**src/hdl/bam_pkg.sv**
```systemverilog
// ============================================================================
// bam_pkg
// Shared types, constants and helpers of the binary-angle sine, cosine and
// tangent unit.
// ============================================================================
`default_nettype none

package bam_pkg;

  // Function select codes carried in the input tuser.
  localparam logic [1:0] OP_SIN    = 2'd0;
  localparam logic [1:0] OP_COS    = 2'd1;
  localparam logic [1:0] OP_TAN    = 2'd2;
  localparam logic [1:0] OP_UNUSED = 2'd3;

  // Q30 constants, the binary-angle quarter turn and the 16.16 result limits.
  localparam logic [31:0] Q30_UNIT       = 32'h4000_0000;
  localparam logic [30:0] Q30_QUADRANT_RAD = 31'd1686629713;
  localparam logic [31:0] QUARTER_TURN   = 32'h4000_0000;
  localparam logic [31:0] POS_LIMIT      = 32'h7FFF_FFFF;
  localparam logic [31:0] NEG_LIMIT      = 32'h8000_0000;

  // Horner divisors 156, 110, 72, 42, 20, 6 as exact reciprocal multiplies:
  // floor(x / d) == (x * ceil(2^k / d)) >> k for every 32-bit x, with
  // k = 32 + ceil(log2(d)).
  localparam int DIV_N = 6;
  localparam int DIV_SHIFT [DIV_N] = '{40, 39, 39, 38, 37, 35};
  localparam logic [33:0] DIV_MAGIC [DIV_N] = '{
    34'(((64'd1 << 40) + 64'd155) / 64'd156),
    34'(((64'd1 << 39) + 64'd109) / 64'd110),
    34'(((64'd1 << 39) + 64'd71) / 64'd72),
    34'(((64'd1 << 38) + 64'd41) / 64'd42),
    34'(((64'd1 << 37) + 64'd19) / 64'd20),
    34'(((64'd1 << 35) + 64'd5) / 64'd6)
  };

  // Pipeline depths in advancing cycles, and the queue depth in entries.
  localparam int POLY_LAT   = 29;
  localparam int DIV_LAT    = 33;
  localparam int FIFO_DEPTH = 4;

  // One classified item between front and back.
  typedef struct packed {
    logic [1:0]  op;
    logic        s_lo;   // sine angle lies in the lower half turn
    logic        c_lo;   // cosine angle lies in the lower half turn
    logic [30:0] ts;     // mirrored Q30 position for the sine
    logic [30:0] tc;     // mirrored Q30 position for the cosine
  } bam_item_t;

  // Control carried beside the polynomial lanes.
  typedef struct packed {
    logic       valid;
    logic [1:0] op;
    logic       s_lo;
    logic       c_lo;
  } bam_meta_t;

  // Control and finished sine or cosine carried beside the divider.
  typedef struct packed {
    logic        valid;
    logic [1:0]  op;
    logic [31:0] fix;    // rounded 16.16 sine or cosine
    logic        pole;   // cosine magnitude is zero
    logic        ovf;    // quotient reaches 2^32
    logic        sneg;   // sine is negative
    logic        tneg;   // quotient is negative
  } bam_late_t;

  // Q30 multiply rounding: (x + 2^29) >> 30.
  function automatic logic [35:0] q30_round(input logic [65:0] x);
    logic [66:0] s;
    s = {1'b0, x} + 67'(64'd1 << 29);
    return s[66:30] > 37'h0 ? s[65:30] : 36'h0;
  endfunction

endpackage

`default_nettype wire

```
**src/hdl/bam_front.sv**
```systemverilog
// ============================================================================
// bam_front
// Input stage: accepts beats, folds the angle into quadrant flags and
// mirrored Q30 positions for sine and cosine, and feeds the queue.
// ============================================================================
`default_nettype none

module bam_front
  import bam_pkg::*;
(
  input  wire logic        clk_i,
  input  wire logic        rst_ni,
  input  wire logic        valid_i,
  output logic             ready_o,
  input  wire logic [31:0] angle_i,
  input  wire logic [1:0]  op_i,
  input  wire logic        full_i,
  output logic             push_o,
  output bam_item_t        item_o
);

  logic      fr_valid_q;
  bam_item_t fr_item_q, fr_item_d;
  logic [31:0] ca;

  // Classify: quadrant sign flags and mirrored positions.
  always_comb begin
    ca            = angle_i + QUARTER_TURN;
    fr_item_d.op  = op_i;
    fr_item_d.s_lo = angle_i[31];
    fr_item_d.c_lo = ca[31];
    fr_item_d.ts  = angle_i[30] ? 31'(Q30_UNIT) - {1'b0, angle_i[29:0]}
                                : {1'b0, angle_i[29:0]};
    fr_item_d.tc  = ca[30] ? 31'(Q30_UNIT) - {1'b0, ca[29:0]}
                           : {1'b0, ca[29:0]};
  end

  assign push_o  = fr_valid_q && !full_i;
  assign ready_o = !fr_valid_q || !full_i;
  assign item_o  = fr_item_q;

  always_ff @(posedge clk_i or negedge rst_ni) begin
    if (!rst_ni) begin
      fr_valid_q <= 1'b0;
    end else if (valid_i && ready_o) begin
      fr_valid_q <= 1'b1;
    end else if (push_o) begin
      fr_valid_q <= 1'b0;
    end
  end

  always_ff @(posedge clk_i) begin
    if (valid_i && ready_o) begin
      fr_item_q <= fr_item_d;
    end
  end

endmodule

`default_nettype wire

```
**config.mk**
```make
export PLATFORM = sky130hd
export DESIGN_NAME = bam_front
export DESIGN_NICKNAME = d
export VERILOG_FILES = /design/src/hdl/bam_pkg.sv /design/src/hdl/bam_front.sv
export SDC_FILE = /design/constraint.sdc
export NUM_CORES = 1
export LEC_CHECK = 0
export ABC_AREA = 1
export BUFFER_PORTS_ARGS = -buffer_cell sky130_fd_sc_hd__buf_4
export CORE_ASPECT_RATIO = 1.75
export CORE_UTILIZATION = 52
export DETAILED_ROUTE_END_ITERATION = 7
export PLACE_DENSITY = 0.82
export REMOVE_ABC_BUFFERS = 1
export SETUP_SLACK_MARGIN = 0.3
export SYNTH_ARGS = -nofsm -noshare
export SYNTH_HDL_FRONTEND = slang
export SYNTH_SLANG_ARGS = --single-unit
export TNS_END_PERCENT = 10
```
**constraint.sdc**
```tcl
create_clock -name clk_i -period 5.57 [get_ports clk_i]
set_input_delay 1.671 -clock clk_i [delete_from_list [all_inputs] [get_ports clk_i]]
set_output_delay 1.671 -clock clk_i [all_outputs]
set_load 0.02 [all_outputs]
```
==> results.yml <==
timing:
  period_needed_ps: 3720
  max_freq_ghz: 0.269
  tightestPinTransition_ps: 787
  rsz0062_at_grt: "false"
  maxSlewHeadroom_pct: 47.5
  clock-skew-final_ps: 2.54
  finalHoldViolCount: 0
  setup_tns_ps: 0
  final_max_slew_viol_count: 0
  finalCritPeriodShare_pct: 66.7
  finalSetupViolCount: 0
yosys:
  synth.avg_cell_area_um2: 8.90
  synth-main-ff-cell: "edfxtp_1"
  synth_cells: 395
  synth-simple-area-share_pct: 29.0
  syn_area_mm2: 0.00351
  synth.most_common_cell: "nand2_1"
  synth_common_cells: "nand2_1, edfxtp_1, nor2_1"
  synth_cell_types: 26
  synth_top_cell_by_area: "edfxtp_1"
  ys_ff_latch: 66
  synth_compound_area_share_pct: 6.37
  yosys_warnings: 0
  synthTopCellsByArea: "edfxtp_1, nand2_1, o21ai_0"
  synth_xor_area_share_pct: 3.74
  yosysTopAreaCellShare_pct: 55.5
  synth_edf_count: 65
  synth_adder_area_share_pct: 0.356
  synth_seq_area_share_pct: 56.2
  synth.area.mux_share_pct: 0
  ys_async_sr_fraction_pct: 1.52
  synth_top_family_by_area: "simple AND/OR/NAND/NOR gates"
routing:
  wl_per_cell_um: 13.4
  drc: 0
  vias: 3007
  drt_wl_total_um: 7850
  firstDrtPassIters: 5
  drt_first_iter_violations: 143
  vias_per_cell: 5.13
  ant_nets: 0
min_path:
  min_path_cells: 2
  hold_class: "flop to flop"
  hold_start: "fr_valid_q$_DFFE_PN0P_"
  min_to: "fr_valid_q$_DFFE_PN0P_"
worst_setup_path:
  critical_path_class: "input port to output pin"
  critPathMaxStageDelay_ps: 150
  reg2reg_slack_ps: 3990
  cp-end-kind: "output pin"
  crit_fanout: 3
  cp-start-kind: "input port"
  rr_worst_depth: 2
  arrival_ps: 2050
  crit_family: "buffers and inverters"
  path_buf_inv: 2
  cp_slowest_cell: "buf_4"
  r2r_start: "fr_valid_q$_DFFE_PN0P_"
  crit_top_cell: "buf_4"
  crit_chain: "buf_4, nor2_1, buf_4"
  critPathRequiredTime_ps: 3900
  r2r-end: "item_o[36]$_DFFE_PP_"
place:
  hpwl_um: 5770
  place_congestion: 0.875
  placedCellCount: 570
  port_buffers: 105
  place_area_mm2: 0.00437
clock_network:
  cts_htree_levels: 3
  numCtsBuffers: 9
  cts_hold_buf: 0
  path_clk_slew_ps: 50
  cts_tree: "yes"
  clock-root-buffer: "clkbuf_16"
  cts_resized: 0
  cts_setup_buffers: 0
  clk-insertion-delay-late_ps: 330
  clockBufferDepth: 2
  clkSinkCount: 66
cells_and_area:
  nets: 538
  nFillCells: 534
  syn_to_final_growth_pct: 31.8
  insertedDiodeCount: 0
  stdcell_count: 586
  multi_input_area_mm2: 0.00140
  drive_gt1_share_pct: 28.6
  seq_area_mm2: 0.00198
  final_area_mm2: 0.00463
grt:
  grt_max_degree: 66
  grt_pass1_vias: 2790
  antenna_found_initial: 0
  grt_usage_pct: 24.0
  grt_pass1_wl_um: 12900
  overflow: 0
die:
  die-area_mm2: 0.00710
  core_area_mm2: 0.00654
  fp.dieW_um: 64.1
  rows: 39
  initial_utilization_pct: 53.8
  ios: 106
  die_h_um: 111
run:
  maxCapViolCount: 0
outcome:
  status: "finished, final reports clean"
power:
  p_per_area_mw_per_mm2: 281
  ir_drop_mv: 0.209
  p_leak_nw: 2.01
per-stage QoR:
step	utilization (%)	total power [mW]	hold WS [ps]	setup WS (ps)
floorplan	-	0.716	612	193
global placement	66.8	0.812	544	1860
detailed placement	66.8	0.818	607	1850
CTS	70.9	1.31	603	1850
global route	70.9	1.34	655	1840
finish	70.9	1.30	595	1850
cell usage in the layout (no fill, tap or decap):
cell,count
edfxtp_1,65
clkinv_2,3
inv_2,2
nand2_2,7
nor2_4,3
o21bai_1,2
o21ai_2,1
nand2_1,134
nand3_1,26
nor2_1,43
clkinvlp_4,2
nand3_4,1
dfrtp_1,1
nand3b_1,3
clkbuf_16,9
inv_1,22
clkbuf_1,1
nor3_1,1
buf_4,107
o21ai_1,6
xor2_1,11
nor2_8,1
a21oi_4,1
ha_1,1
nor2_2,7
o21ai_0,33
clkinv_1,1
xnor2_1,4
nand4_1,6
per-layer routing:
| layer | vias to the layer above | track usage [%] | wire [µm] |
|---|---|---|---|
| met5 | - | 0 | 0 |
| met4 | 0 | 13.9 | 317 |
| met3 | 20 | 4.01 | 326 |
| met2 | 95 | 41.1 | 4290 |
| met1 | 1366 | 27.5 | 2910 |
| li1 | 1526 | - | - |
state kept, by name, indices dropped and copies added (netlist names):
| signal | cells |
|---|---|
| fr_valid_q | 1 |
| item_o | 65 |
report_power, final:
| part | switching, mW | leakage [nW] | internal, mW |
|---|---|---|---|
| combinational | 0.130 | 1.25 | 0.0807 |
| clock | 0.196 | 0.126 | 0.296 |
| sequential | 0.00913 | 0.636 | 0.588 |
| total | 0.335 | 2.01 | 0.965 |
worst max-delay path by stage:
| stage | from | slack (ps) | depth (start not counted) | endpoint |
|---|---|---|---|---|
| after detailed placement | full_i | 1850 | 3 | push_o |
| after CTS | full_i | 1850 | 3 | push_o |
| after global routing | full_i | 1840 | 3 | push_o |
| after global placement | full_i | 1860 | 3 | push_o |
| after floorplan | valid_i | 190 | 2 | item_o[0]$_DFFE_PP_ |
| final | full_i | 1850 | 3 | push_o |
tightest hold or removal path, stage by stage, from the launching register on:
cell	delay, ps
dfrtp_1	410
nand2_1	90
nand2_1	60
cell type report:
type | instances | share of cell area (%)
Clock buffer | 10 | 4.94
Clock inverter | 6 | 0.729
Inverter | 24 | 1.94
Multi-Input combinational cell | 291 | 30.2
Sequential cell | 66 | 42.7
Tap cell | 82 | 2.21
Timing Repair Buffer | 107 | 17.3
cells by family (layout without fill, tap and decap cells):
family          Yosys count  in the layout
simple gates            232            232
flops                    66             66
compound gates           43             43
buf+inv                  38            147
xor+xnor                 15             15
fa+ha+maj                 1              1
(Power assumes the default switching activity.)
