`src/hdl/bam_pkg.sv`:
```
// ============================================================================
// bam_pkg
// Shared types, constants and helpers of the binary-angle sine, cosine and
// tangent unit.
// ============================================================================
`default_nettype none

package bam_pkg;

  // Function select codes carried in the input tuser.
  localparam logic [1:0] OP_SIN    = 2'd0;
  localparam logic [1:0] OP_COS    = 2'd1;
  localparam logic [1:0] OP_TAN    = 2'd2;
  localparam logic [1:0] OP_UNUSED = 2'd3;

  // Q30 constants, the binary-angle quarter turn and the 16.16 result limits.
  localparam logic [31:0] Q30_UNIT       = 32'h4000_0000;
  localparam logic [30:0] Q30_QUADRANT_RAD = 31'd1686629713;
  localparam logic [31:0] QUARTER_TURN   = 32'h4000_0000;
  localparam logic [31:0] POS_LIMIT      = 32'h7FFF_FFFF;
  localparam logic [31:0] NEG_LIMIT      = 32'h8000_0000;

  // Horner divisors 156, 110, 72, 42, 20, 6 as exact reciprocal multiplies:
  // floor(x / d) == (x * ceil(2^k / d)) >> k for every 32-bit x, with
  // k = 32 + ceil(log2(d)).
  localparam int DIV_N = 6;
  localparam int DIV_SHIFT [DIV_N] = '{40, 39, 39, 38, 37, 35};
  localparam logic [33:0] DIV_MAGIC [DIV_N] = '{
    34'(((64'd1 << 40) + 64'd155) / 64'd156),
    34'(((64'd1 << 39) + 64'd109) / 64'd110),
    34'(((64'd1 << 39) + 64'd71) / 64'd72),
    34'(((64'd1 << 38) + 64'd41) / 64'd42),
    34'(((64'd1 << 37) + 64'd19) / 64'd20),
    34'(((64'd1 << 35) + 64'd5) / 64'd6)
  };

  // Pipeline depths in advancing cycles, and the queue depth in entries.
  localparam int POLY_LAT   = 29;
  localparam int DIV_LAT    = 33;
  localparam int FIFO_DEPTH = 4;

  // One classified item between front and back.
  typedef struct packed {
    logic [1:0]  op;
    logic        s_lo;   // sine angle lies in the lower half turn
    logic        c_lo;   // cosine angle lies in the lower half turn
    logic [30:0] ts;     // mirrored Q30 position for the sine
    logic [30:0] tc;     // mirrored Q30 position for the cosine
  } bam_item_t;

  // Control carried beside the polynomial lanes.
  typedef struct packed {
    logic       valid;
    logic [1:0] op;
    logic       s_lo;
    logic       c_lo;
  } bam_meta_t;

  // Control and finished sine or cosine carried beside the divider.
  typedef struct packed {
    logic        valid;
    logic [1:0]  op;
    logic [31:0] fix;    // rounded 16.16 sine or cosine
    logic        pole;   // cosine magnitude is zero
    logic        ovf;    // quotient reaches 2^32
    logic        sneg;   // sine is negative
    logic        tneg;   // quotient is negative
  } bam_late_t;

  // Q30 multiply rounding: (x + 2^29) >> 30.
  function automatic logic [35:0] q30_round(input logic [65:0] x);
    logic [66:0] s;
    s = {1'b0, x} + 67'(64'd1 << 29);
    return s[66:30] > 37'h0 ? s[65:30] : 36'h0;
  endfunction

endpackage

`default_nettype wire

```
`src/hdl/bam_tdiv.sv`:
```
// ============================================================================
// bam_tdiv
// Pipelined restoring divider, one quotient bit per stage, giving
// (sine << 16) / cosine when the quotient is below 2^32.
// ============================================================================
`default_nettype none

module bam_tdiv
  import bam_pkg::*;
(
  input  wire logic        clk_i,
  input  wire logic        en_i,
  input  wire logic [46:0] num_i,
  input  wire logic [30:0] den_i,
  output logic [31:0]      quo_o
);

  logic [31:0] n_q [DIV_LAT];
  logic [30:0] d_q [DIV_LAT];
  logic [30:0] r_q [DIV_LAT];
  logic [31:0] q_q [DIV_LAT];

  // Load: the high numerator bits start the remainder.
  always_ff @(posedge clk_i) begin
    if (en_i) begin
      n_q[0] <= num_i[31:0];
      d_q[0] <= den_i;
      r_q[0] <= {16'b0, num_i[46:32]};
      q_q[0] <= '0;
    end
  end

  // One compare and subtract per stage.
  for (genvar k = 1; k < DIV_LAT; k++) begin : g_bit
    logic [31:0] rs;
    logic [31:0] rd;
    logic        ge;
    assign rs = {r_q[k-1], n_q[k-1][DIV_LAT-1-k]};
    assign ge = rs >= {1'b0, d_q[k-1]};
    assign rd = rs - {1'b0, d_q[k-1]};
    always_ff @(posedge clk_i) begin
      if (en_i) begin
        n_q[k] <= n_q[k-1];
        d_q[k] <= d_q[k-1];
        r_q[k] <= ge ? rd[30:0] : rs[30:0];
        q_q[k] <= {q_q[k-1][30:0], ge};
      end
    end
  end

  assign quo_o = q_q[DIV_LAT-1];

endmodule

`default_nettype wire

```
`config.mk`:
```
export PLATFORM = sky130hd
export DESIGN_NAME = bam_tdiv
export DESIGN_NICKNAME = d
export VERILOG_FILES = /design/src/hdl/bam_pkg.sv /design/src/hdl/bam_tdiv.sv
export SDC_FILE = /design/constraint.sdc
export NUM_CORES = 2
export LEC_CHECK = 0
export BUFFER_PORTS_ARGS = -buffer_cell sky130_fd_sc_hd__buf_4
export CAP_MARGIN = 0
export CORE_MARGIN = 1
export CORE_UTILIZATION = 55
export DETAILED_ROUTE_END_ITERATION = 7
export GPL_TIMING_DRIVEN = 0
export PLACE_DENSITY = 0.7
export SYNTH_ARGS = -nofsm -noshare
export SYNTH_HDL_FRONTEND = slang
export SYNTH_MEMORY_MAX_BITS = 65536
export SYNTH_SLANG_ARGS = --single-unit
```
`constraint.sdc`:
```
create_clock -name clk_i -period 4.15 [get_ports clk_i]
set_input_delay 0 -clock clk_i [delete_from_list [all_inputs] [get_ports clk_i]]
set_output_delay 0 -clock clk_i [all_outputs]
set_load 0.03 [all_outputs]
```
==> flow_summary_export.csv <==
group,metric,value,unit
status,status,"finished, final reports clean",
die,die_w,525,um
route,drt_iter0_markers,7349,
sta,max_freq,245,MHz
pwr,pwr_density_cell,768,nW/um^2
place,gp_congestion,0.931,
global_route,grt_pass1_wl,530000,um
worst_setup_path,ff2ff_path_depth,14,
final_layout,layout_common_cells,"3024 x edfxtp_1, 1201 x inv_1, 976 x ha_1, 899 x a21oi_1, 761 x nand2_1",
die,initial_core_util,55.4,%
run,cap_violations,0,
die,die_h,525,um
synthesis,synth_nets,13113,
place,io_buffer_count,111,
clocking,cts_root_buf,"clkbuf_16",
sta,setup_viol,0,
route,detail_route.wirelength,344000,um
global_route,grt_antenna_before_repair,7,
global_route,grt_overflow,0,
sta,setup_tns,0,ns
synthesis,async_reset_ff_share,0,%
die,io_pins,112,
final_layout,layout_commonest_cell,"edfxtp_1",
final_layout,seq_area,90800,um^2
synthesis,yosysSeqAreaShare,60.4,%
final_layout,design_area,170000,um^2
clocking,cts_sinks,3024,
clocking,cts_buffers,321,
synthesis,netlist_instances,12025,
route,drt-wirelength-per-cell,20.8,um
final_layout,postLayoutCoreUtil,62.5,%
synthesis,yosysUniqueCellTypes,84,
sta,fin_worst_skew,0.0538,ns
worst_setup_path,cp.arrival,4.69,ns
route,dr_total_vias,94034,
worst_setup_path,path_cells,"inv_1 -> ha_1 -> fa_1 -> nor2b_1 -> o21bai_1 -> a21boi_0 -> o21ai_0 -> a21oi_1 -> o21ai_0 -> a211oi_2 -> nand2b_4 -> clkbuf_4 -> clkbuf_4 -> a21oi_1",
route,viasPerCell,5.70,
synthesis,synth_area,150000,um^2
route,ant_nets,0,
route,drc,0,
pwr,peakVddDrop,0.418,mV
worst_setup_path,timing.rr.end,"r_q[0][524]",
sta,finalHoldViolations,0,
global_route,first_global_vias,92754,
place,hpwl,255000,um
synthesis,ys_seq_elements,3024,
worst_setup_path,cp_slowest_cell,"edfxtp_1",
clocking,clockBufferDepth,4,
clocking,clock_latency,0.93,ns
global_route,grt_max_degree,206,
clocking,cts_tree,"done",
synthesis,yosys_warnings,0,
worst_setup_path,worst-path-max-fanout,10,
worst_setup_path,critPathRequiredTime,4.77,ns
sta,fin_crit_sh,98.3,%
final_layout,drive_gt1_share,9.68,%
worst_setup_path,r2r_start,"n_q[0][496]",
place,placed_area,156000,um^2
route,drtPass1Iterations,6,
synthesis,synth_edf_count,3024,
die,dieArea,275000,um^2
global_route,grt.total_usage,24.6,%
worst_setup_path,r2r_setup_slack,0.07,ns
worst_hold_path,min_from,"num_i[3]",
worst_setup_path,cp_slowest_stage_delay,0.56,ns
synthesis,synth.avg_cell_area,12.5,um^2
final_layout,fill_cells,20536,
sta,tightest_slew,1.24,ns
die,design.core.area,271000,um^2
final_layout,nNetsFinal,13774,
worst_hold_path,whs_path_depth,3,
clocking,cts_max_level,5,
sta,period_needed,4.08,ns
worst_setup_path,end_kind,"flop",
worst_setup_path,cp_num_buf_inv,3,
worst_hold_path,hp-class,"in -> reg",
sta,slew_violations,0,
clocking,clkTransAtPathRegs,0.06,ns
sta,maxSlewHeadroom,17.1,%
worst_setup_path,path_class,"reg -> reg",
die,fp-row-count,191,
pwr,total_leakage_power,0.0686,uW
worst_setup_path,critPathTopFamily,"compound AO/OA/AOI/OAI gates",
worst_setup_path,worst_setup_path_start_kind,"flop",
synthesis,ys.flop_type,"edfxtp_1",
final_layout,multi_input_area,54800,um^2
final_layout,area.growth.synth_to_final,12.9,%
worst_hold_path,hold-path-endpoint,"n_q[0][3]",
how the worst max path moves through the flow:
stage / end / start / depth (start not counted)
after global placement: q_q[1][509] / en_i / 1
after global routing: r_q[0][213] / n_q[0][186] / 15
final: r_q[0][524] / n_q[0][496] / 14
after CTS: r_q[0][370] / n_q[0][341] / 14
after floorplan: r_q[0][652] / d_q[0][620] / 14
after detailed placement: q_q[2][30] / en_i / 8
report_power, final:
group	switching (uW)	leakage, uW	internal (uW)
logic	31300	0.0340	23400
clock network	11800	0.00501	16400
registers	4240	0.0296	43300
kinds of logic (layout without fill, tap and decap cells):
group | count (synthesis) | after routing | share of synthesized area [%]
fa+ha+maj | 1008 | 1008 | 8.55
compound gates | 3057 | 3057 | 12.7
flops | 3024 | 3024 | 60.4
other cells | 0 | 4 | 0
xor+xnor | 817 | 817 | 4.76
mux | 363 | 363 | 2.70
simple gates | 2331 | 2331 | 7.33
buf+inv | 1425 | 2330 | 3.57
synth_stat cells (43+ instances only):
cell,n,share of area [%]
o211ai_1,44,0.22
mux2_2,338,2.5
nor2_1,606,1.5
edfxtp_1,3024,60
xnor2_1,490,2.9
a31oi_1,104,0.43
o31ai_1,59,0.29
inv_1,1204,3.0
nand2_1,761,1.9
o21ai_0,754,2.5
nor3_1,92,0.31
a21oi_1,927,3.1
nand3_1,155,0.52
nand2b_1,135,0.56
o21bai_1,113,0.56
a21o_1,560,2.8
nand4_1,137,0.57
a211oi_1,53,0.26
ha_1,977,8.1
and3_1,89,0.37
xor2_1,327,1.9
clkbuf_1,195,0.49
or3_1,43,0.18
nor2b_1,139,0.58
o21a_1,122,0.61
sequential cells by signal (all words and copies together), names as in the netlist:
register / count
d_q: 992
n_q: 528
q_q: 528
r_q: 976
area by class of cell:
| cell class | count | share of cell area (%) |
|---|---|---|
| antenna | 4 | 0.00590 |
| buffer | 215 | 0.642 |
| clock buffer | 381 | 4.93 |
| clock inverter | 186 | 1.17 |
| inverter | 1204 | 2.67 |
| multi-input combinational | 7576 | 32.3 |
| sequential | 3024 | 53.5 |
| tap | 3570 | 2.63 |
| timing repair buffer | 344 | 2.11 |
timing repair:
action | CTS | global route
buffers inserted | 26 | 23
setup endpoints to repair | 941 | 1073
cloned | 2 | 2
resized for setup | 198 | 167
hold buffers | 162 | 0
endpoints found under the hold margin | 231 | 0
pin swaps | 15 | 19
routing by layer:
metal	part of all wire [%]	wire, um	vias up	global-route usage (%)
met5	0.0023	8	-	0
met4	4.1	14200	2	9.61
met3	4.0	13800	708	2.44
met2	49	169000	2326	42.4
met1	43	148000	45343	32.0
li1	-	-	45655	-
per-stage QoR:
stage / worst slack, ns / instances / total power, uW / hold WS (ns)
2_1_floorplan: 0.453 / 12025 / 84800 / 0.0989
3_3_place_gp: -23.56 / 15706 / 101000 / 0.178
3_5_place_dp: -1.57 / 15724 / 100000 / 0.179
4_1_cts: -0.0380 / 16477 / 130000 / 0.278
5_1_grt: -0.0229 / 16502 / 138000 / 0.336
6_report: 0.0723 / 16504 / 130000 / 0.356
tightest hold or removal path, delay by kind of cell:
kind,cells,cell delay (ns)
buffers and inverters,3,1.13
(Power assumes the default switching activity.)
