<file path="src/hdl/bam_pkg.sv">
// ============================================================================
// bam_pkg
// Shared types, constants and helpers of the binary-angle sine, cosine and
// tangent unit.
// ============================================================================
`default_nettype none

package bam_pkg;

  // Function select codes carried in the input tuser.
  localparam logic [1:0] OP_SIN    = 2'd0;
  localparam logic [1:0] OP_COS    = 2'd1;
  localparam logic [1:0] OP_TAN    = 2'd2;
  localparam logic [1:0] OP_UNUSED = 2'd3;

  // Q30 constants, the binary-angle quarter turn and the 16.16 result limits.
  localparam logic [31:0] Q30_UNIT       = 32'h4000_0000;
  localparam logic [30:0] Q30_QUADRANT_RAD = 31'd1686629713;
  localparam logic [31:0] QUARTER_TURN   = 32'h4000_0000;
  localparam logic [31:0] POS_LIMIT      = 32'h7FFF_FFFF;
  localparam logic [31:0] NEG_LIMIT      = 32'h8000_0000;

  // Horner divisors 156, 110, 72, 42, 20, 6 as exact reciprocal multiplies:
  // floor(x / d) == (x * ceil(2^k / d)) >> k for every 32-bit x, with
  // k = 32 + ceil(log2(d)).
  localparam int DIV_N = 6;
  localparam int DIV_SHIFT [DIV_N] = '{40, 39, 39, 38, 37, 35};
  localparam logic [33:0] DIV_MAGIC [DIV_N] = '{
    34'(((64'd1 << 40) + 64'd155) / 64'd156),
    34'(((64'd1 << 39) + 64'd109) / 64'd110),
    34'(((64'd1 << 39) + 64'd71) / 64'd72),
    34'(((64'd1 << 38) + 64'd41) / 64'd42),
    34'(((64'd1 << 37) + 64'd19) / 64'd20),
    34'(((64'd1 << 35) + 64'd5) / 64'd6)
  };

  // Pipeline depths in advancing cycles, and the queue depth in entries.
  localparam int POLY_LAT   = 29;
  localparam int DIV_LAT    = 33;
  localparam int FIFO_DEPTH = 4;

  // One classified item between front and back.
  typedef struct packed {
    logic [1:0]  op;
    logic        s_lo;   // sine angle lies in the lower half turn
    logic        c_lo;   // cosine angle lies in the lower half turn
    logic [30:0] ts;     // mirrored Q30 position for the sine
    logic [30:0] tc;     // mirrored Q30 position for the cosine
  } bam_item_t;

  // Control carried beside the polynomial lanes.
  typedef struct packed {
    logic       valid;
    logic [1:0] op;
    logic       s_lo;
    logic       c_lo;
  } bam_meta_t;

  // Control and finished sine or cosine carried beside the divider.
  typedef struct packed {
    logic        valid;
    logic [1:0]  op;
    logic [31:0] fix;    // rounded 16.16 sine or cosine
    logic        pole;   // cosine magnitude is zero
    logic        ovf;    // quotient reaches 2^32
    logic        sneg;   // sine is negative
    logic        tneg;   // quotient is negative
  } bam_late_t;

  // Q30 multiply rounding: (x + 2^29) >> 30.
  function automatic logic [35:0] q30_round(input logic [65:0] x);
    logic [66:0] s;
    s = {1'b0, x} + 67'(64'd1 << 29);
    return s[66:30] > 37'h0 ? s[65:30] : 36'h0;
  endfunction

endpackage

`default_nettype wire

</file>
<file path="src/hdl/bam_fifo.sv">
// ============================================================================
// bam_fifo
// Short register queue that decouples the classifying front from the
// arithmetic back.
// ============================================================================
`default_nettype none

module bam_fifo
  import bam_pkg::*;
#(
  parameter int Depth = FIFO_DEPTH
) (
  input  wire logic      clk_i,
  input  wire logic      rst_ni,
  input  wire logic      push_i,
  input  bam_item_t      data_i,
  output logic           full_o,
  input  wire logic      pop_i,
  output bam_item_t      data_o,
  output logic           empty_o
);

  localparam int AW = (Depth > 1) ? $clog2(Depth) : 1;
  localparam int CW = $clog2(Depth + 1);

  bam_item_t       mem_q [Depth];
  logic [AW-1:0]   wr_q, wr_d, rd_q, rd_d;
  logic [CW-1:0]   cnt_q, cnt_d;

  // Pointer and fill count update.
  always_comb begin
    wr_d  = wr_q;
    rd_d  = rd_q;
    cnt_d = cnt_q;
    if (push_i) begin
      wr_d = (wr_q == AW'(Depth - 1)) ? '0 : wr_q + AW'(1);
    end
    if (pop_i) begin
      rd_d = (rd_q == AW'(Depth - 1)) ? '0 : rd_q + AW'(1);
    end
    if (push_i && !pop_i) begin
      cnt_d = cnt_q + CW'(1);
    end else if (!push_i && pop_i) begin
      cnt_d = cnt_q - CW'(1);
    end
  end

  always_ff @(posedge clk_i or negedge rst_ni) begin
    if (!rst_ni) begin
      wr_q  <= '0;
      rd_q  <= '0;
      cnt_q <= '0;
    end else begin
      wr_q  <= wr_d;
      rd_q  <= rd_d;
      cnt_q <= cnt_d;
    end
  end

  // Storage.
  always_ff @(posedge clk_i) begin
    if (push_i) begin
      mem_q[wr_q] <= data_i;
    end
  end

  assign data_o  = mem_q[rd_q];
  assign full_o  = (cnt_q == CW'(Depth));
  assign empty_o = (cnt_q == '0);

  // The queue is never written when full nor read when empty.
  a_no_overflow: assert property (@(posedge clk_i) disable iff (!rst_ni)
    !(push_i && full_o && !pop_i)) else $error("queue written while full");
  a_no_underflow: assert property (@(posedge clk_i) disable iff (!rst_ni)
    !(pop_i && empty_o)) else $error("queue read while empty");

endmodule

`default_nettype wire

</file>
<file path="config.mk">
export PLATFORM = sky130hd
export DESIGN_NAME = bam_fifo
export DESIGN_NICKNAME = d
export VERILOG_FILES = /design/src/hdl/bam_pkg.sv /design/src/hdl/bam_fifo.sv
export SDC_FILE = /design/constraint.sdc
export NUM_CORES = 1
export LEC_CHECK = 0
export ABC_AREA = 0
export ABC_CLOCK_PERIOD_IN_PS = 7200
export CORE_ASPECT_RATIO = 0.8
export CORE_MARGIN = 2
export CORE_UTILIZATION = 55
export DETAILED_ROUTE_END_ITERATION = 7
export DONT_BUFFER_PORTS = 1
export GPL_ROUTABILITY_DRIVEN = 0
export GPL_TIMING_DRIVEN = 0
export PLACE_DENSITY = 0.68
export SYNTH_ARGS = -nofsm -noshare
export SYNTH_HDL_FRONTEND = slang
export SYNTH_SLANG_ARGS = --single-unit
</file>
<file path="constraint.sdc">
create_clock -name clk_i -period 7.2 [get_ports clk_i]
set_clock_uncertainty 0.15 [all_clocks]
set_input_delay 1.44 -clock clk_i [delete_from_list [all_inputs] [get_ports clk_i]]
set_output_delay 1.44 -clock clk_i [all_outputs]
set_load 0.03 [all_outputs]
</file>
==> out/qor.txt, run 1 <==
Initial Utilization: 56.8%
Vias: 3,910
Top sig layer: met4
CP cell instances: buf_2, buf_2, mux4_2
Sequential element share of the synthesized area: 81.4%
Tightest Pin Transition: 0.939 ns
First DRT Iteration DRCs: 189
CTS resizes: 0
Tcrit/Tclk final: 51.8%
Largest area contributor in the netlist: edfxtp_1
Simple-gate area share of the yosys netlist: 0.565%
Status: finished, final reports clean
Pint: 3340 µW
DP Cell Count: 611
CTS clk-pin slew, worst paths: 0.06 ns
Die H: 124 µm
Clk pwr share: 26.7%
Port bufs: 0
Avg WL per Cell: 24.1 µm
Vias per inst: 5.93
Hold_sp: cnt_q[2]
Setup TNS: 0 ns
Max-slew violations: 0
Post-synthesis cell type count: 20
Mapped cell area: 0.00996 mm²
ANT nets after route: 0
Nets: 491
Critical Path Max Stage Delay: 0.50 ns
DR WL met2: 7770 µm
Antenna Cells: 0
Mux share of post-synthesis cell area: 15.3%
DRT Pass-1 Iters: 4
Initial antenna violation count: 0
Sw Share: 32.6%
Compound-cell area share of the yosys netlist: 0.101%
Tmin final: 3.73 ns
CP Max Fanout: 10
FMAX: 268 MHz
Average cell area after synthesis: 26.1 µm²
Hold crit path type: reg -> reg
Share of layout cells above drive strength 1: 29.5%
Most common cell on crit path: buf_2
Hold Vio Cnt, Final: 0
HPWL after detailed placement: 9750 µm
Gate power share: 31.1%
CP Launch Type: flop
Sequential cell area: 0.00810 mm²
Post-CTS Setup Bufs: 0
Worst EP arrival: 2.14 ns
Synth Area in Adders: 0.955%
Htree depth: 1
Slowest CP cell: mux4_2
GR Util All Layers: 16.7%
DR DRC count: 0
Synth top area share: 79.6%
DRT met1 WL: 6440 µm
Hold_buf cts: 0
CTS tree: built
Vias in the first global route: 4,226
# fillers: 1,148
Clk buf depth: 3
Grt ovf: 0
Worst r2r src: wr_q[0]
Pin count of the biggest net entering global routing: 40
Multi-input gate area: 0.00172 mm²
Max-slew headroom: 37.2%
Critical Path Start: rd_q[1]
Final Setup Violations: 0
Setup CP Type: reg -> out
Post-Route WL: 15,900 µm
VDD IR max: 0.231 mV
Sequential group share of total power: 42.2%
Die area: 0.0192 mm²
Global-route wire length before repair: 24,100 µm
Critical path data required time: 5.61 ns
Detail Route met3 WL: 1380 µm
Clock sink count: 271
Seq cells post-synth: 271
Max Cap Viol: 0
Pwr dens: 442 mW/mm²
XOR/XNOR Fraction of Synth Area: 0.264%
Synth-to-Final Area Change: 12.6%
CTS Buf Count: 26
# rows: 43
Mapped Nets: 459
Post-route non-filler standard cell count: 659
I/O Pins: 138
RSZ-0062 raised after global routing: false
Root Driver: clkbuf_16
Synth warn: 0
Crit end category: output port
Mapped Cells: 382
Sw Pwr: 1610 µW
Leakage: 0.00359 µW
Top cells by area, synth: edfxtp_1 (80%), mux4_2 (15%), dfrtp_1 (1.8%)
DIE WIDTH: 154 µm
Worst-Skew Late Latency: 0.50 ns
Largest family of logic cells by synthesized area: multiplexers
Core area: 0.0175 mm²
==> area by class of cell <==
type / count / area share, %
flip-flops and latches: 271 / 72.3
multi-input cells: 92 / 15.3
clock buffers: 35 / 6.65
well taps: 225 / 2.51
plain buffers: 15 / 1.18
clock inverters: 13 / 1.03
repair buffers: 4 / 0.915
inverters: 4 / 0.134
==> state kept, by name (all words and copies together) (netlist names) <==
register  count
mem_q       264
cnt_q         3
rd_q          2
wr_q          2
==> cells in the final DEF (no fill, tap or decap), types with 3 or more instances in the layout <==
cell type  count
nor2_1         3
mux4_2        66
ha_1           6
buf_4          4
clkbuf_8       4
buf_12         4
buf_1          3
clkinv_1       5
edfxtp_1     264
clkbuf_16     27
clkbuf_1       4
clkinv_2       4
and2_4         4
buf_16         3
dfrtp_1        7
mux2_2         3
buf_2          4
inv_1          4
==> through the flow <==
step / power [µW] / hold WS, ns / area, µm² / setup WS (ns) / util (%)
after global placement: 3670 / 0.324 / 10200 / 2.47 / 58.4
final: 4950 / 0.358 / 11200 / 3.47 / 63.9
after detailed placement: 3700 / 0.345 / 10400 / 3.95 / 59.0
after CTS: 5020 / 0.358 / 11200 / 3.41 / 63.9
after floorplan: 3410 / 0.306 / 9960 / 3.63 / -
after global routing: 5150 / 0.374 / 11200 / 3.34 / 63.9
==> cells in the mapped netlist, drive strengths merged <==
| cell type | instances |
|---|---|
| o21ai | 2 |
| fa | 1 |
| xor2 | 2 |
| dfrtp | 7 |
| nor3b | 1 |
| mux4 | 66 |
| and2 | 4 |
| nor3 | 1 |
| edfxtp | 264 |
| nor2 | 3 |
| mux2 | 3 |
| inv | 4 |
| buf | 15 |
| xnor2 | 1 |
| ha | 6 |
| nand2 | 2 |
==> logic make-up (layout without fill, tap and decap cells) <==
| kind of cell | Yosys count | count (layout) |
|---|---|---|
| buf+inv | 19 | 71 |
| compound gates | 2 | 2 |
| fa+ha+maj | 7 | 7 |
| simple gates | 11 | 11 |
| flops | 271 | 271 |
| xor+xnor | 3 | 3 |
| mux | 69 | 69 |
==> worst max-delay path, delay by kind of cell, from the launching register on <==
kind,cells,cell delay [ns]
buf+inv,2,0.67
flops,1,0.47
mux,1,0.50
==> power by group through the flow <==
stage          clock (µW)  sequential [µW]  combinational [µW]
2_1_floorplan           0             2110                1290
3_3_place_gp            0             2140                1530
3_5_place_dp            0             2120                1580
4_1_cts              1350             2090                1580
5_1_grt              1420             2110                1630
6_report             1320             2090                1540
==> routing by layer <==
layer / track usage, % / up-vias
met5: 1.06 / -
met4: 4.58 / 0
met1: 22.2 / 2057
met3: 6.37 / 24
li1: - / 1700
met2: 26.2 / 129
==> worst paths after layout <==
path | cells past startpoint | end | slack (ns)
max in group asynchronous | 0 | wr_q[1] | 6.36
min in group asynchronous | 0 | cnt_q[1] | 0.47
max reg2reg | 4 | mem_q[2][25] | 5.26
min reg2reg | 1 | cnt_q[2] | 0.36
min | 1 | cnt_q[2] | 0.36
max | 3 | data_o[45] | 3.47
(Power assumes the default switching activity.)
==> run 2: changes to the inputs <==
--- a/config.mk
+++ b/config.mk
@@ -6,7 +6,7 @@
 export NUM_CORES = 1
 export LEC_CHECK = 0
 export ABC_AREA = 0
-export ABC_CLOCK_PERIOD_IN_PS = 7200
+export ABC_CLOCK_PERIOD_IN_PS = 3330
 export CORE_ASPECT_RATIO = 0.8
 export CORE_MARGIN = 2
 export CORE_UTILIZATION = 55
@@ -14,7 +14,7 @@
 export DONT_BUFFER_PORTS = 1
 export GPL_ROUTABILITY_DRIVEN = 0
 export GPL_TIMING_DRIVEN = 0
-export PLACE_DENSITY = 0.68
+export PLACE_DENSITY = 0.71
 export SYNTH_ARGS = -nofsm -noshare
 export SYNTH_HDL_FRONTEND = slang
 export SYNTH_SLANG_ARGS = --single-unit
==> constraint.sdc (replaced) <==
create_clock -name clk_i -period 3.33 [get_ports clk_i]
set_clock_uncertainty 0.15 [all_clocks]
set_input_delay 0.666 -clock clk_i [delete_from_list [all_inputs] [get_ports clk_i]]
set_output_delay 0.666 -clock clk_i [all_outputs]
set_load 0.03 [all_outputs]
==> out/qor.txt, run 2 (synthesis results as in run 1) <==
CTS resizes: 0
Vias per inst: 5.93
Die H: 124 µm
Htree depth: 1
I/O Pins: 138
Util after Layout: 64.2%
Clock sink count: 271
Worst-Skew Late Latency: 0.50 ns
CP Launch Type: flop
Post-Route WL: 16,100 µm
Tmin final: 2.95 ns
Global-route wire length before repair: 25,200 µm
Avg WL per Cell: 24.5 µm
Share of layout cells above drive strength 1: 29.7%
Critical path data required time: 2.51 ns
DIE WIDTH: 154 µm
Initial antenna violation count: 0
Tcrit/Tclk final: 88.5%
CP Max Fanout: 10
Most common cell after layout, fill and taps aside: edfxtp_1
DR DRC count: 0
Vias: 3,911
Final Cell Area: 0.0113 mm²
Hold Vio Cnt, Final: 0
Root Driver: clkbuf_16
Top flop regs: mem_q x264, cnt_q x3
Vias in the first global route: 4,313
CTS tree: built
Number of flip-flops in the largest register: 264
Clk buf depth: 3
Tightest Pin Transition: 0.961 ns
HPWL after detailed placement: 9830 µm
Port bufs: 0
Biggest register: mem_q
# fillers: 1,113
First DRT Iteration DRCs: 173
FMAX: 339 MHz
Core area: 0.0175 mm²
Die area: 0.0192 mm²
GR Util All Layers: 17.2%
# rows: 43
Most frequent cells in the layout: edfxtp_1 (264), mux4_2 (66), clkbuf_16 (27)
Final Setup Violations: 0
CTS Buf Count: 26
Max Cap Viol: 0
Max-slew headroom: 35.8%
Area after DPL: 0.0104 mm²
Hold crit path type: in -> reg
CTS clk-pin slew, worst paths: 0.06 ns
Antenna Cells: 0
Leakage: 0.00361 µW
Synth-to-Final Area Change: 13.1%
RSZ-0062 raised after global routing: false
Max-slew violations: 0
DRT Pass-1 Iters: 4
Grt ovf: 0
Crit end category: output port
Setup CP Type: reg -> out
Worst EP arrival: 2.13 ns
VDD IR max: 0.532 mV
Nets: 492
Initial Utilization: 56.8%
Pwr dens: 966 mW/mm²
ANT nets after route: 0
Pin count of the biggest net entering global routing: 54
Status: finished, final reports clean
run 2: through the flow:
step	setup WS [ns]	TNS, ns	hold slack, ns	std cells	power (µW)
after global routing	0.249	0	0.0655	660	11300
after global placement	-0.612	-158.42	0.221	607	7930
after floorplan	0.532	0	0.220	382	7370
after detailed placement	0.855	0	0.221	611	8000
final	0.382	0	0.0988	660	10900
after CTS	0.307	0	0.0715	660	11000
run 2: report_power, final:
part	total, µW	internal, µW	switching (µW)
Sequential	4520	4370	147
Combinational	3340	1120	2220
Clock	3020	1870	1150
run 2: timing repair:
item | in CTS | in global routing
endpoints found under the hold margin | 7 | 0
setup buffers | 0 | 0
hold buffers | 1 | 0
run 2: worst paths after layout:
check                            from            to  slack [ns]  cells after the start
hold reg to reg              cnt_q[2]      cnt_q[2]        0.36                      1
hold / removal             data_i[54]  mem_q[1][54]         0.1                      0
min in group asynchronous      rst_ni      cnt_q[0]        0.35                      1
max in group asynchronous      rst_ni       rd_q[0]        2.43                      1
setup / recovery              rd_q[1]    data_o[52]        0.38                      3
setup reg to reg              wr_q[0]  mem_q[2][35]        1.37                      4
run 2: area by class of cell:
cell class,count,area (µm²),area share (%)
buffer,15,133,1.18
clock buffer,31,691,6.13
clock inverter,17,214,1.90
inverter,4,15.0,0.133
multi-input combinational,92,1720,15.2
sequential,271,8100,71.9
tap,225,282,2.50
timing repair buffer,5,113,0.999
run 2: layer usage:
metal | global-route usage [%] | wire (µm) | vias up | share of wire (%)
met5 | 0 | 0 | - | 0
li1 | - | - | 1707 | -
met4 | 3.27 | 211 | 0 | 1.3
met1 | 22.4 | 6550 | 2051 | 41
met2 | 28.0 | 7950 | 135 | 49
met3 | 6.96 | 1430 | 18 | 8.9
run 2: worst max-delay path: stages, from the launching register on:
cell	delay, ns
dfrtp_1	0.48
buf_2	0.31
buf_2	0.34
mux4_2	0.49
==> run 3: changes to the inputs <==
--- a/config.mk
+++ b/config.mk
@@ -9,12 +9,12 @@
 export ABC_CLOCK_PERIOD_IN_PS = 3330
 export CORE_ASPECT_RATIO = 0.8
 export CORE_MARGIN = 2
-export CORE_UTILIZATION = 55
+export CORE_UTILIZATION = 54
 export DETAILED_ROUTE_END_ITERATION = 7
 export DONT_BUFFER_PORTS = 1
 export GPL_ROUTABILITY_DRIVEN = 0
 export GPL_TIMING_DRIVEN = 0
-export PLACE_DENSITY = 0.71
+export PLACE_DENSITY = 0.7
 export SYNTH_ARGS = -nofsm -noshare
 export SYNTH_HDL_FRONTEND = slang
 export SYNTH_SLANG_ARGS = --single-unit
==> out/qor.txt, run 3 (synthesis results as in run 1) <==
Synth-to-Final Area Change: 12.5%
FMAX: 342 MHz
Grt ovf: 0
CTS clk-pin slew, worst paths: 0.06 ns
Area after DPL: 0.0104 mm²
Vias in the first global route: 4,194
WHS: 0.0923 ns
Tcrit/Tclk final: 87.7%
GR Util All Layers: 17.0%
Vias: 3,948
RSZ-0062 raised after global routing: false
DRT Pass-1 Iters: 4
Max-slew violations: 0
Global-route wire length before repair: 24,800 µm
DR DRC count: 0
Hold crit path type: in -> reg
Most frequent cells in the layout: edfxtp_1 (264), mux4_2 (66), clkbuf_16 (25)
Total Power: 10,700 µW
Final Cell Area: 0.0112 mm²
Worst-Skew Late Latency: 0.51 ns
Most common cell on crit path: buf_2
Crit end category: output port
Hold Vio Cnt, Final: 0
Worst EP arrival: 2.11 ns
Critical path data required time: 2.51 ns
DIE WIDTH: 156 µm
Root Driver: clkbuf_16
Setup CP Type: reg -> out
First DRT Iteration DRCs: 228
HPWL after detailed placement: 9720 µm
CP Max Fanout: 10
Max Cap Viol: 0
CTS Buf Count: 25
Clk buf depth: 3
CTS resizes: 0
Initial Utilization: 55.0%
Final setup margin: 0.408 ns
Initial antenna violation count: 0
I/O Pins: 138
Critical path's top delay family: buffers and inverters
Critical Path Max Stage Delay: 0.49 ns
DP Cell Count: 616
Die H: 125 µm
Pwr dens: 954 mW/mm²
# rows: 44
Clock sink count: 271
Avg WL per Cell: 24.3 µm
Final Setup Violations: 0
Core area: 0.0181 mm²
Antenna Cells: 0
VDD IR max: 0.718 mV
Status: finished, final reports clean
Share of layout cells above drive strength 1: 28.4%
Bufs and invs on worst path: 2
Nets: 491
Pre-CTS WS: 0.884 ns
Post-route non-filler standard cell count: 663
Die area: 0.0195 mm²
Slowest CP cell: mux4_2
Htree depth: 1
CTS tree: built
Pin count of the biggest net entering global routing: 39
ANT nets after route: 0
Port bufs: 0
Leakage: 0.00357 µW
# fillers: 1,194
Number of flip-flops in the largest register: 264
Biggest register: mem_q
Most common cell after layout, fill and taps aside: edfxtp_1
CP cell instances: buf_2, buf_2, mux4_2
Tightest Pin Transition: 0.935 ns
Post-Route WL: 16,100 µm
CP Launch Type: flop
Vias per inst: 5.95
Tmin final: 2.92 ns
Top flop regs: mem_q x264, cnt_q x3
Max-slew headroom: 37.5%
run 3: final cells by class:
cell class	instances	area [µm²]	share of cell area, %
buffer	15	133	1.18
multi-input combinational	92	1720	15.3
clock buffer	32	652	5.82
sequential	271	8100	72.4
tap	230	288	2.57
inverter	4	15.0	0.134
clock inverter	14	170	1.52
timing repair buffer	5	120	1.07
run 3: worst reg2reg max path, stage by stage, from the launching register on:
cell and delay (ns):
dfrtp_1 0.42, inv_1 0.11, ha_1 0.16, and2_4 0.46
buf_16 0.31
run 3: power by group:
group / internal [µW] / switching, µW
sequential: 4370 / 139
clock: 1690 / 1140
combinational: 1130 / 2220
run 3: metal layers:
layer | vias up | track usage, % | share of wire (%)
met5 | - | 0 | 0
met4 | 0 | 4.16 | 2.0
met2 | 126 | 26.3 | 47
met3 | 27 | 6.48 | 8.9
li1 | 1706 | - | -
met1 | 2089 | 23.3 | 42
run 3: through the flow:
| stage | utilization, % | TNS (ns) |
|---|---|---|
| global route | 61.8 | 0 |
| floorplan | - | 0 |
| finish | 61.8 | 0 |
| global placement | 56.6 | -165.26 |
| CTS | 61.8 | 0 |
| detailed placement | 57.2 | 0 |
run 3: what timing repair did:
| item | 4_1_cts | 5_1_grt |
|---|---|---|
| setup endpoints to repair | 0 | 0 |
| endpoints found under the hold margin | 7 | 0 |
| hold buffers | 1 | 0 |
| buffers inserted | 0 | 0 |
run 3: final timing paths:
kind | endpoint | depth (start not counted) | startpoint | slack, ns
setup / recovery | data_o[52] | 3 | rd_q[1] | 0.41
hold / removal | mem_q[3][14] | 0 | data_i[14] | 0.09
setup reg to reg | mem_q[0][44] | 4 | wr_q[0] | 1.39
hold reg to reg | cnt_q[2] | 1 | cnt_q[2] | 0.35
max in group asynchronous | wr_q[1] | 1 | rst_ni | 2.43
min in group asynchronous | cnt_q[0] | 1 | rst_ni | 0.34
